--- src/design/kim_pkg.sv ---
// Shared constants, keyword table and helper function for the keyword intent matcher.
package kim_pkg;

    localparam int MAX_QUERY_BYTES = 1024;
    localparam int NUM_KEYWORDS    = 12;
    localparam int WINDOW_BYTES    = 7;

    localparam int TABLE_SIZE  = 12;
    localparam int KW_MAX      = 7;
    localparam int ACTIVE_KW   = (NUM_KEYWORDS < TABLE_SIZE) ? NUM_KEYWORDS : TABLE_SIZE;
    localparam int HIST_DEPTH  = WINDOW_BYTES - 1;
    localparam int CNT_W       = $clog2(MAX_QUERY_BYTES);
    localparam int IDX_W       = 4;
    localparam int CLASS_W     = 3;

    localparam logic [7:0] CHAR_UPPER_A = 8'h41;
    localparam logic [7:0] CHAR_UPPER_Z = 8'h5A;
    localparam logic [7:0] CASE_OFFSET  = 8'd32;

    typedef logic [7:0]            byte_t;
    typedef logic [ACTIVE_KW-1:0]  kw_flags_t;
    typedef logic [KW_MAX*8-1:0]   kw_row_t;

    // Byte 0 of each keyword sits in the low bits.
    localparam kw_row_t KW_TEXT [TABLE_SIZE] = '{
        56'h0000_0000_0000_6361,   // ac
        56'h0000_0000_A7C3_61,     // a c-cedilla
        56'h0000_616C_6761_62,     // bagla
        56'h0061_6C9F_C461_62,     // ba g-breve la
        56'h0000_0000_7275_71,     // qur
        56'h0000_0000_7275_6B,     // kur
        56'h6C6C_6174_736E_69,     // install
        56'h0000_0000_6C69_73,     // sil
        56'h0065_766F_6D65_72,     // remove
        56'h0000_0000_6172_61,     // ara
        56'h0068_6372_6165_73,     // search
        56'h0000_0069_6669_77      // wifi
    };

    localparam int KW_LEN [TABLE_SIZE] = '{2, 3, 5, 6, 3, 3, 7, 3, 6, 3, 6, 4};

    localparam logic [CLASS_W-1:0] KW_CLASS [TABLE_SIZE] = '{
        3'd0, 3'd0, 3'd1, 3'd1, 3'd2, 3'd2, 3'd2, 3'd3, 3'd3, 3'd4, 3'd4, 3'd5
    };

    function automatic byte_t kw_byte(input int k, input int pos);
        kw_row_t row;
        row = KW_TEXT[k];
        return row[8*pos +: 8];
    endfunction

endpackage

--- src/design/kim_window_match.sv ---
// Parallel comparison of the byte window against every active keyword.
module kim_window_match (
    input  kim_pkg::byte_t                         cur_byte,
    input  logic [kim_pkg::HIST_DEPTH-1:0][7:0]    hist,
    output kim_pkg::kw_flags_t                     hits
);

    kim_pkg::byte_t win [kim_pkg::WINDOW_BYTES];

    always_comb begin
        win[0] = cur_byte;
        for (int j = 1; j < kim_pkg::WINDOW_BYTES; j++) begin
            win[j] = hist[j-1];
        end
    end

    for (genvar k = 0; k < kim_pkg::ACTIVE_KW; k++) begin : g_kw
        localparam int L = kim_pkg::KW_LEN[k];

        always_comb begin
            logic ok;
            ok = (L <= kim_pkg::WINDOW_BYTES) && (L > 0);
            for (int j = 0; j < kim_pkg::WINDOW_BYTES; j++) begin
                if (j < L && j < kim_pkg::KW_MAX) begin
                    if (win[j] != kim_pkg::kw_byte(k, L - 1 - j)) begin
                        ok = 1'b0;
                    end
                end
            end
            hits[k] = ok;
        end
    end

endmodule

--- src/design/keyword_intent_matcher.sv ---
// Top level of the keyword intent matcher: input stage, scan state and result register.
// The byte marked last passes through the input register; the result register loads
//   when that byte leaves the input stage, and the result is then held until taken.
// Throughput: one byte per cycle while no byte marked last waits on an untaken result;
//   the window compare against all keywords in kim_window_match is combinational.
// A waiting result does not block the input: non-last bytes keep flowing.
// Reset (aresetn low, synchronous): empties the input and result stages and
//   clears the window, found flags, byte count and scan-ended flag.
module keyword_intent_matcher (
    input  logic                            aclk,
    input  logic                            aresetn,
    input  logic                            s_valid,
    output logic                            s_ready,
    input  logic [7:0]                      s_query_byte,
    input  logic                            s_last_byte,
    output logic                            m_valid,
    input  logic                            m_ready,
    output logic                            m_matched,
    output logic [kim_pkg::IDX_W-1:0]       m_keyword_index,
    output logic [kim_pkg::CLASS_W-1:0]     m_capability_code
);

    // Input stage
    logic                 in_valid_reg;
    kim_pkg::byte_t       in_byte_reg;
    logic                 in_last_reg;

    // Scan state
    logic [kim_pkg::HIST_DEPTH-1:0][7:0] hist_reg, hist_next;
    kim_pkg::kw_flags_t                  found_reg, found_next;
    logic [kim_pkg::CNT_W-1:0]           count_reg, count_next;
    logic                                ended_reg, ended_next;

    // Result register
    logic                                m_valid_reg, m_valid_next;
    logic                                matched_reg, matched_next;
    logic [kim_pkg::IDX_W-1:0]           index_reg, index_next;
    logic [kim_pkg::CLASS_W-1:0]         class_reg, class_next;

    logic                 out_free;
    logic                 advance;
    logic                 scan;
    kim_pkg::byte_t       folded;
    kim_pkg::kw_flags_t   hits;
    kim_pkg::kw_flags_t   flags_all;

    // The result slot frees up when empty or being taken this cycle.
    assign out_free = !m_valid_reg || m_ready;
    // A non-last byte never needs the result slot, so it always moves on.
    assign advance  = in_valid_reg && (!in_last_reg || out_free);
    assign s_ready  = !in_valid_reg || advance;

    // Fold ASCII capitals to lower case.
    always_comb begin
        if (in_byte_reg >= kim_pkg::CHAR_UPPER_A && in_byte_reg <= kim_pkg::CHAR_UPPER_Z) begin
            folded = in_byte_reg + kim_pkg::CASE_OFFSET;
        end else begin
            folded = in_byte_reg;
        end
    end

    // Scan the byte only while the scan is live, the byte is not the
    // terminator and the length limit is not yet reached.
    assign scan = !ended_reg && (in_byte_reg != 8'd0)
                  && (count_reg < kim_pkg::CNT_W'(kim_pkg::MAX_QUERY_BYTES - 1));

    kim_window_match u_match (
        .cur_byte (folded),
        .hist     (hist_reg),
        .hits     (hits)
    );

    assign flags_all = found_reg | (scan ? hits : '0);

    // Scan state update: clear on the last byte, else shift and accumulate, or mark the scan ended.
    always_comb begin
        hist_next  = hist_reg;
        found_next = found_reg;
        count_next = count_reg;
        ended_next = ended_reg;
        if (advance) begin
            if (in_last_reg) begin
                hist_next  = '0;
                found_next = '0;
                count_next = '0;
                ended_next = 1'b0;
            end else if (scan) begin
                for (int j = kim_pkg::HIST_DEPTH - 1; j > 0; j--) begin
                    hist_next[j] = hist_reg[j-1];
                end
                hist_next[0] = folded;
                found_next   = flags_all;
                count_next   = count_reg + 1'b1;
            end else begin
                ended_next = 1'b1;
            end
        end
    end

    // Result: lowest table position among the found flags wins.
    always_comb begin
        m_valid_next = m_valid_reg && !m_ready;
        matched_next = matched_reg;
        index_next   = index_reg;
        class_next   = class_reg;
        if (advance && in_last_reg) begin
            m_valid_next = 1'b1;
            matched_next = 1'b0;
            index_next   = '0;
            class_next   = '0;
            for (int k = kim_pkg::ACTIVE_KW - 1; k >= 0; k--) begin
                if (flags_all[k]) begin
                    matched_next = 1'b1;
                    index_next   = kim_pkg::IDX_W'(k);
                    class_next   = kim_pkg::KW_CLASS[k];
                end
            end
        end
    end

    always_ff @(posedge aclk) begin
        if (!aresetn) begin
            in_valid_reg <= 1'b0;
            m_valid_reg  <= 1'b0;
            hist_reg     <= '0;
            found_reg    <= '0;
            count_reg    <= '0;
            ended_reg    <= 1'b0;
        end else begin
            // Hold the input stage until it advances, then load the next transfer.
            if (s_ready) begin
                in_valid_reg <= s_valid;
            end
            m_valid_reg <= m_valid_next;
            hist_reg    <= hist_next;
            found_reg   <= found_next;
            count_reg   <= count_next;
            ended_reg   <= ended_next;
        end
    end

    always_ff @(posedge aclk) begin
        if (s_ready && s_valid) begin
            in_byte_reg <= s_query_byte;
            in_last_reg <= s_last_byte;
        end
        matched_reg <= matched_next;
        index_reg   <= index_next;
        class_reg   <= class_next;
    end

    assign m_valid           = m_valid_reg;
    assign m_matched         = matched_reg;
    assign m_keyword_index   = index_reg;
    assign m_capability_code = class_reg;

    // A result without a match reports position and class zero.
    a_nomatch_zero: assert property (@(posedge aclk) disable iff (!aresetn)
        m_valid && !m_matched |-> m_keyword_index == '0 && m_capability_code == '0)
        else $error("unmatched result carries nonzero index or class");

    // A reported position always lies within the active table.
    a_index_range: assert property (@(posedge aclk) disable iff (!aresetn)
        m_valid |-> m_keyword_index < kim_pkg::IDX_W'(kim_pkg::ACTIVE_KW))
        else $error("keyword index beyond active table");

    // The last byte of a query leaves the scan state cleared.
    a_clear_after_last: assert property (@(posedge aclk) disable iff (!aresetn)
        advance && in_last_reg |=> found_reg == '0 && count_reg == '0 && !ended_reg)
        else $error("scan state not cleared after last byte");

    // The byte count never passes the length limit.
    a_count_limit: assert property (@(posedge aclk) disable iff (!aresetn)
        count_reg <= kim_pkg::CNT_W'(kim_pkg::MAX_QUERY_BYTES - 1))
        else $error("byte count beyond length limit");

endmodule

--- config.mk ---
export PLATFORM = sky130hd
export DESIGN_NAME = keyword_intent_matcher
export DESIGN_NICKNAME = d
export VERILOG_FILES = /design/src/design/kim_pkg.sv /design/src/design/kim_window_match.sv /design/src/design/keyword_intent_matcher.sv
export SDC_FILE = /design/constraint.sdc
export NUM_CORES = 1
export LEC_CHECK = 0
export ABC_AREA = 0
export BUFFER_PORTS_ARGS = -buffer_cell sky130_fd_sc_hd__buf_2
export CORE_UTILIZATION = 35
export CTS_CLUSTER_DIAMETER = 40
export CTS_CLUSTER_SIZE = 30
export DETAILED_ROUTE_END_ITERATION = 8
export PLACE_DENSITY = 0.47
export SLEW_MARGIN = 0
export SYNTH_ARGS = -nofsm -noshare
export SYNTH_HDL_FRONTEND = slang
export SYNTH_SLANG_ARGS = --single-unit
--- constraint.sdc ---
create_clock -name aclk -period 2.8 [get_ports aclk]
set_input_delay 0.56 -clock aclk [delete_from_list [all_inputs] [get_ports aclk]]
set_output_delay 0.56 -clock aclk [all_outputs]
set_load 0.005 [all_outputs]
==> flow_metrics.tcl, run 1 <==
set metrics [dict create \
    firstDrtPassIters 4 \
    async_flop_share 0 \
    whs_endpoint "in_byte_reg[2]" \
    layout_common_cells "dfxtp_1, nor2b_1, a22oi_1" \
    power.density_nw_per_um2 508 \
    clk_latency_ns 0.35 \
    synth-warning-count 0 \
    cpPeakStageDelay_ns 0.50 \
    cp.arrival_ns 2.75 \
    syn_inst 466 \
    synth_edf_count 17 \
    synth_area_per_cell_um2 9.66 \
    fin_crit_sh 0.958 \
    crit-reg2reg-launch "in_byte_reg[3]" \
    synth.distinct_cells 65 \
    leakage_nw 1.84 \
    reg2reg_to "m_keyword_index[0]" \
    grt_max_degree 52 \
    diodes 0 \
    core_um2 12600 \
    die_y_um 115 \
    die_w_um 115 \
    clkPwrFrac 0.428 \
    cp_cell_sequence "buf_4 > or4_4 > o22ai_4 > o21ai_4 > nor3_2 > a41oi_1 > o2111ai_1 > a41oi_1" \
    switching_share 0.252 \
    post-route-util 0.427 \
    status "finished, final reports clean" \
    max_freq_mhz 373 \
    dieArea_um2 13300 \
    vias 3744 \
    cts.clk_slew.worst_paths_ns 0.07 \
    slew_violations 0 \
    syn_area_um2 4500 \
    track_usage 0.194 \
    cts.sink_count 90 \
    cts_inserted_buffers 9 \
    ios 23 \
    seq_power_share 0.498 \
    fin_tns_setup_ns 0 \
    htreeDepth 3 \
    largest_reg_flops 48 \
    final_common_cell "dfxtp_1" \
    port_buffers 22 \
    relSlewSlack 0.330 \
    p_int_mw 2.04 \
    vdd_drop_max_uv 441 \
    syn-num-nets 481 \
    r2r_slack_ns 0.12 \
    finalSetupViolations 0 \
    critPathCaptureType "flop" \
    dpl.hpwl_um 8530 \
    hold_depth 1 \
    wl_um 12000 \
    grt-ovfl-total 0 \
    cp-start-kind "flop" \
    start_util 0.358 \
    period_needed_ns 2.68 \
    hold_path.class "in2reg" \
    ctsRootBufferMaster "clkbuf_16" \
    hold_viol_final 0 \
    drt-initial-drc-count 194 \
    placementRows 41 \
    required_ns 2.87 \
    via_per_inst 5.47 \
    multi_input_area_um2 2480 \
    slowest_stage "or4_4" \
    ys.flop_type "dfxtp_1" \
    synth_seq_area_share 0.438 \
    p_switching_mw 0.688 \
    synth_seq_cells 90 \
    worstSetupPathType "reg2reg" \
    seq_area_um2 1970 \
    wl_per_cell_um 17.6 \
    post-route-drc-count 0 \
    clockBufferDepth 2 \
    skew_ns 0.00748 \
    hold_ws_ns 0.378 \
    crit_fanout 5 \
    num-nets-final 523 \
    worstRegToRegCells 8 \
    pwr-share-comb 0.074 \
    grt_pass1_vias 3502 \
    tightest_slew_ns 1.00 \
    postCtsHoldBufs 0 \
    place.gp.congestion 0.851 \
    final.fill_count 1283 \
    antenna_found_initial 0 \
    drive_gt1_frac 0.214 \
    ant_nets 0 \
    hold_start "s_query_byte[2]" \
    area_delta_synth_final_pct 19.3 \
    cts_tree "yes" \
    grt_pass1_wl_um 19300 \
    rsz0062_at_grt "true" \
    cap_viol_max_count 0 \
    cp_common_cell "a41oi_1" \
]
[cells by family (layout without fill, tap and decap cells)]
logic type               count (synthesis)  count (layout)  share of synthesized area
XOR/XNOR                                 8               8                     0.0156
adder cells (fa/ha/maj)                  2               2                    0.00556
flip-flops                              90              90                      0.438
AO/OA/AOI/OAI                          114             114                      0.203
buffers and inverters                   34              81                     0.0320
AND/OR/NAND/NOR                        218             218                      0.306
[power by group through the flow]
| stage | Combinational [mW] | Sequential, mW | Clock [mW] |
|---|---|---|---|
| floorplan | 0.127 | 1.38 | 0 |
| CTS | 0.180 | 1.36 | 1.22 |
| finish | 0.203 | 1.36 | 1.17 |
| global placement | 0.175 | 1.39 | 0 |
| detailed placement | 0.179 | 1.39 | 0 |
| global route | 0.220 | 1.36 | 1.27 |
[worst max path at each step]
stage	from	endpoint	slack, ns
final	in_byte_reg[3]	m_keyword_index[0]	0.12
after global placement	in_byte_reg[2]	m_keyword_index[0]	-0.04
after global routing	in_byte_reg[0]	m_keyword_index[0]	-0.03
after floorplan	in_byte_reg[5]	m_keyword_index[0]	0.42
after detailed placement	in_byte_reg[2]	m_keyword_index[0]	-0.02
after CTS	in_byte_reg[5]	m_keyword_index[0]	0.02
[per-stage QoR]
step | setup WS (ns) | cell area, um^2 | power [mW] | instances
finish | 0.119 | 5370 | 2.73 | 685
global route | -0.0272 | 5370 | 2.85 | 685
CTS | 0.0167 | 5210 | 2.76 | 673
detailed placement | -0.0232 | 4920 | 1.57 | 657
global placement | -0.0398 | 4920 | 1.57 | 657
floorplan | 0.422 | 4500 | 1.50 | 466
[critical path, delay by kind of cell (launching register included)]
family	cells	cell delay, ns
compound gates	5	0.93
simple gates	2	0.84
flops	1	0.45
buf+inv	1	0.18
[Yosys cell counts (2+ instances only)]
cell type | count | area share
o2111ai_1 | 2 | 0.0039
nor2_1 | 32 | 0.027
nor3_1 | 10 | 0.011
nand2b_1 | 3 | 0.0042
a31oi_1 | 5 | 0.0070
and4b_1 | 2 | 0.0044
clkbuf_1 | 21 | 0.018
o31ai_1 | 2 | 0.0033
a41oi_1 | 5 | 0.0097
nor2b_1 | 57 | 0.079
edfxtp_1 | 17 | 0.11
and3b_1 | 4 | 0.0078
nand4b_1 | 7 | 0.014
and4_1 | 5 | 0.0097
nor4bb_1 | 10 | 0.022
nand3b_1 | 3 | 0.0050
a41o_1 | 5 | 0.011
o21ai_0 | 18 | 0.020
inv_1 | 7 | 0.0058
nor4b_1 | 5 | 0.0097
xnor2_1 | 2 | 0.0039
a31o_2 | 2 | 0.0039
a22oi_1 | 48 | 0.080
a2111oi_2 | 2 | 0.0067
or2_2 | 3 | 0.0042
ha_1 | 2 | 0.0056
buf_2 | 4 | 0.0044
nand2_1 | 25 | 0.021
dfxtp_1 | 73 | 0.32
o211a_1 | 2 | 0.0044
nand4_1 | 12 | 0.017
nor4_1 | 9 | 0.013
nand3_1 | 7 | 0.0078
nor3_2 | 2 | 0.0044
and2_1 | 3 | 0.0042
nand4bb_1 | 2 | 0.0050
and4bb_2 | 2 | 0.0056
a21oi_1 | 7 | 0.0078
a21boi_0 | 2 | 0.0033
and3_1 | 7 | 0.0097
xor2_1 | 6 | 0.012
[layer usage]
layer	global-route usage	part of all wire	routed length (um)	up-vias
met2	0.311	0.48	5790	49
met5	0	0	0	-
met4	0.0771	0.017	204	0
met3	0.0453	0.030	355	12
met1	0.251	0.47	5680	1821
li1	-	-	-	1862
[area by class of cell]
class / count / share of cell area
repair buffers: 58 / 0.0731
inverters: 7 / 0.00489
flip-flops and latches: 90 / 0.367
clock buffers: 10 / 0.0426
clock inverters: 6 / 0.0102
multi-input cells: 342 / 0.462
well taps: 172 / 0.0401
[what timing repair did]
item,CTS,global route
endpoints found under the setup margin,3,8
gates resized for setup,1,11
buffers inserted,0,12
(Power assumes the default switching activity.)
==> inputs of run 2 (changes only) <==
==> constraint.sdc (replaced) <==
create_clock -name aclk -period 2.9 [get_ports aclk]
set_input_delay 0.58 -clock aclk [delete_from_list [all_inputs] [get_ports aclk]]
set_output_delay 0.58 -clock aclk [all_outputs]
set_load 0.005 [all_outputs]
==> flow_metrics.tcl, run 2 (synthesized netlist as in run 1, its figures left out) <==
set metrics [dict create \
    status "finished, final reports clean" \
    post-route-drc-count 0 \
    fin_tns_setup_ns 0 \
    drive_gt1_frac 0.188 \
    final_common_cell "dfxtp_1" \
    leakage_nw 1.80 \
    vdd_drop_max_uv 356 \
    grt_pass1_vias 3633 \
    layout_common_cells "dfxtp_1, nor2b_1, a22oi_1" \
    hold_start "s_query_byte[6]" \
    hold_path.class "in2reg" \
    reg2reg_to "m_capability_code[2]" \
    critPathCaptureType "flop" \
    grt_pass1_wl_um 19500 \
    skew_ns 0.0108 \
    core_um2 12600 \
    placementRows 41 \
    slowest_stage "edfxtp_1" \
    multi_input_area_um2 2410 \
    largest_reg_flops 48 \
    hold_depth 1 \
    drt-initial-drc-count 228 \
    grt_use_met1 0.253 \
    die_y_um 115 \
    wl_um 11800 \
    cts.sink_count 90 \
    max_freq_mhz 371 \
    ant_nets 0 \
    die_w_um 115 \
    dp_slack_ns 0.195 \
    setup_ws_ns 0.204 \
    via_per_inst 5.45 \
    vias 3690 \
    antenna_found_initial 0 \
    hold_viol_final 0 \
    required_ns 3.05 \
    seq_area_um2 1970 \
    cts.clk_slew.worst_paths_ns 0.07 \
    r2r_slack_ns 0.20 \
    cp-start-kind "flop" \
    grt-ovfl-total 0 \
    final.fill_count 1240 \
    relSlewSlack 0.418 \
    power.density_nw_per_um2 499 \
    clk_latency_ns 0.35 \
    grt_max_degree 52 \
    period_needed_ns 2.70 \
    clockBufferDepth 2 \
    use_met3 0.0432 \
    grt_busiest_layer "met2" \
    fin_crit_sh 0.930 \
    firstDrtPassIters 5 \
    dpl.hpwl_um 8360 \
    num-nets-final 515 \
    cts_tree "yes" \
    crit-reg2reg-launch "in_byte_reg[5]" \
    area_delta_synth_final_pct 16.5 \
    crit_fanout 8 \
    diodes 0 \
    cp_cell_sequence "nor4_1 > nand2_1 > a31oi_4 > nor3_1 > a31oi_1 > nand3_2 > a2111oi_2" \
    start_util 0.358 \
    ctsRootBufferMaster "clkbuf_16" \
    cp.arrival_ns 2.84 \
    cap_viol_max_count 0 \
    cts_inserted_buffers 9 \
    slew_violations 0 \
    gr-usage-met2 0.305 \
    place.gp.congestion 0.828 \
    tightest_slew_ns 0.864 \
    port_buffers 22 \
    cpPeakStageDelay_ns 0.53 \
    rsz0062_at_grt "false" \
    track_usage 0.192 \
    dieArea_um2 13300 \
    finalSetupViolations 0 \
    ios 23 \
    worstRegToRegCells 7 \
    wl_per_cell_um 17.5 \
    worstSetupPathType "reg2reg" \
    htreeDepth 3 \
    whs_endpoint "in_byte_reg[6]" \
]
[run 2: changes by cell type in the layout (fill, tap and decap cells not counted), sizes merged]
cell      before  now
clkbuf        10   11
clkinv         1    2
clkinvlp       0    1
buf           58   50
inv           12    9
[run 2: metrics by stage]
step                      area [um^2]  hold WS [ns]  utilization  cells  power [mW]
after detailed placement         4900         0.485        0.390    656        1.51
after global placement           4900         0.473        0.390    656        1.51
after floorplan                  4500         0.472            -    466        1.45
after CTS                        5190         0.388        0.413    672        2.65
final                            5250         0.403        0.417    677        2.62
after global routing             5250         0.395        0.417    677        2.72
[run 2: layout make-up]
type,count,area share
flip-flops and latches,90,0.376
inverters,7,0.00501
multi-input cells,342,0.459
repair buffers,50,0.0635
clock inverters,5,0.00692
well taps,172,0.0410
clock buffers,11,0.0482
[run 2: layer usage]
| layer | share of wire | vias up |
|---|---|---|
| met5 | 0 | - |
| met4 | 0.013 | 0 |
| met3 | 0.027 | 12 |
| met2 | 0.46 | 49 |
| met1 | 0.50 | 1786 |
| li1 | - | 1843 |
[run 2: worst max-delay path: cells and delay by family (launching register included)]
kind | cells | cell delay (ns)
AOI/OAI and AO/OA | 3 | 1.00
DFF | 1 | 0.53
and+or+nand+nor | 4 | 0.95
[run 2: what timing repair did]
action / 4_1_cts / 5_1_grt
hold buffers: 0 / 0
resized for setup: 0 / 1
endpoints found under the setup margin: 0 / 4
setup buffers: 0 / 5
[run 2: worst max path at each step]
stage	startpoint	to
6_report	in_byte_reg[5]	m_capability_code[2]
3_5_place_dp	in_byte_reg[2]	m_matched
5_1_grt	in_byte_reg[5]	m_capability_code[2]
2_1_floorplan	in_byte_reg[5]	m_keyword_index[0]
4_1_cts	in_byte_reg[2]	m_matched
3_3_place_gp	in_byte_reg[1]	m_keyword_index[1]
[run 2: power breakdown]
group	leakage [nW]	switching, mW	internal, mW	total (mW)
sequential	0.754	0.0250	1.29	1.31
clock	0.142	0.498	0.631	1.13
combinational	0.908	0.106	0.0689	0.174
total	1.80	0.628	1.99	2.62
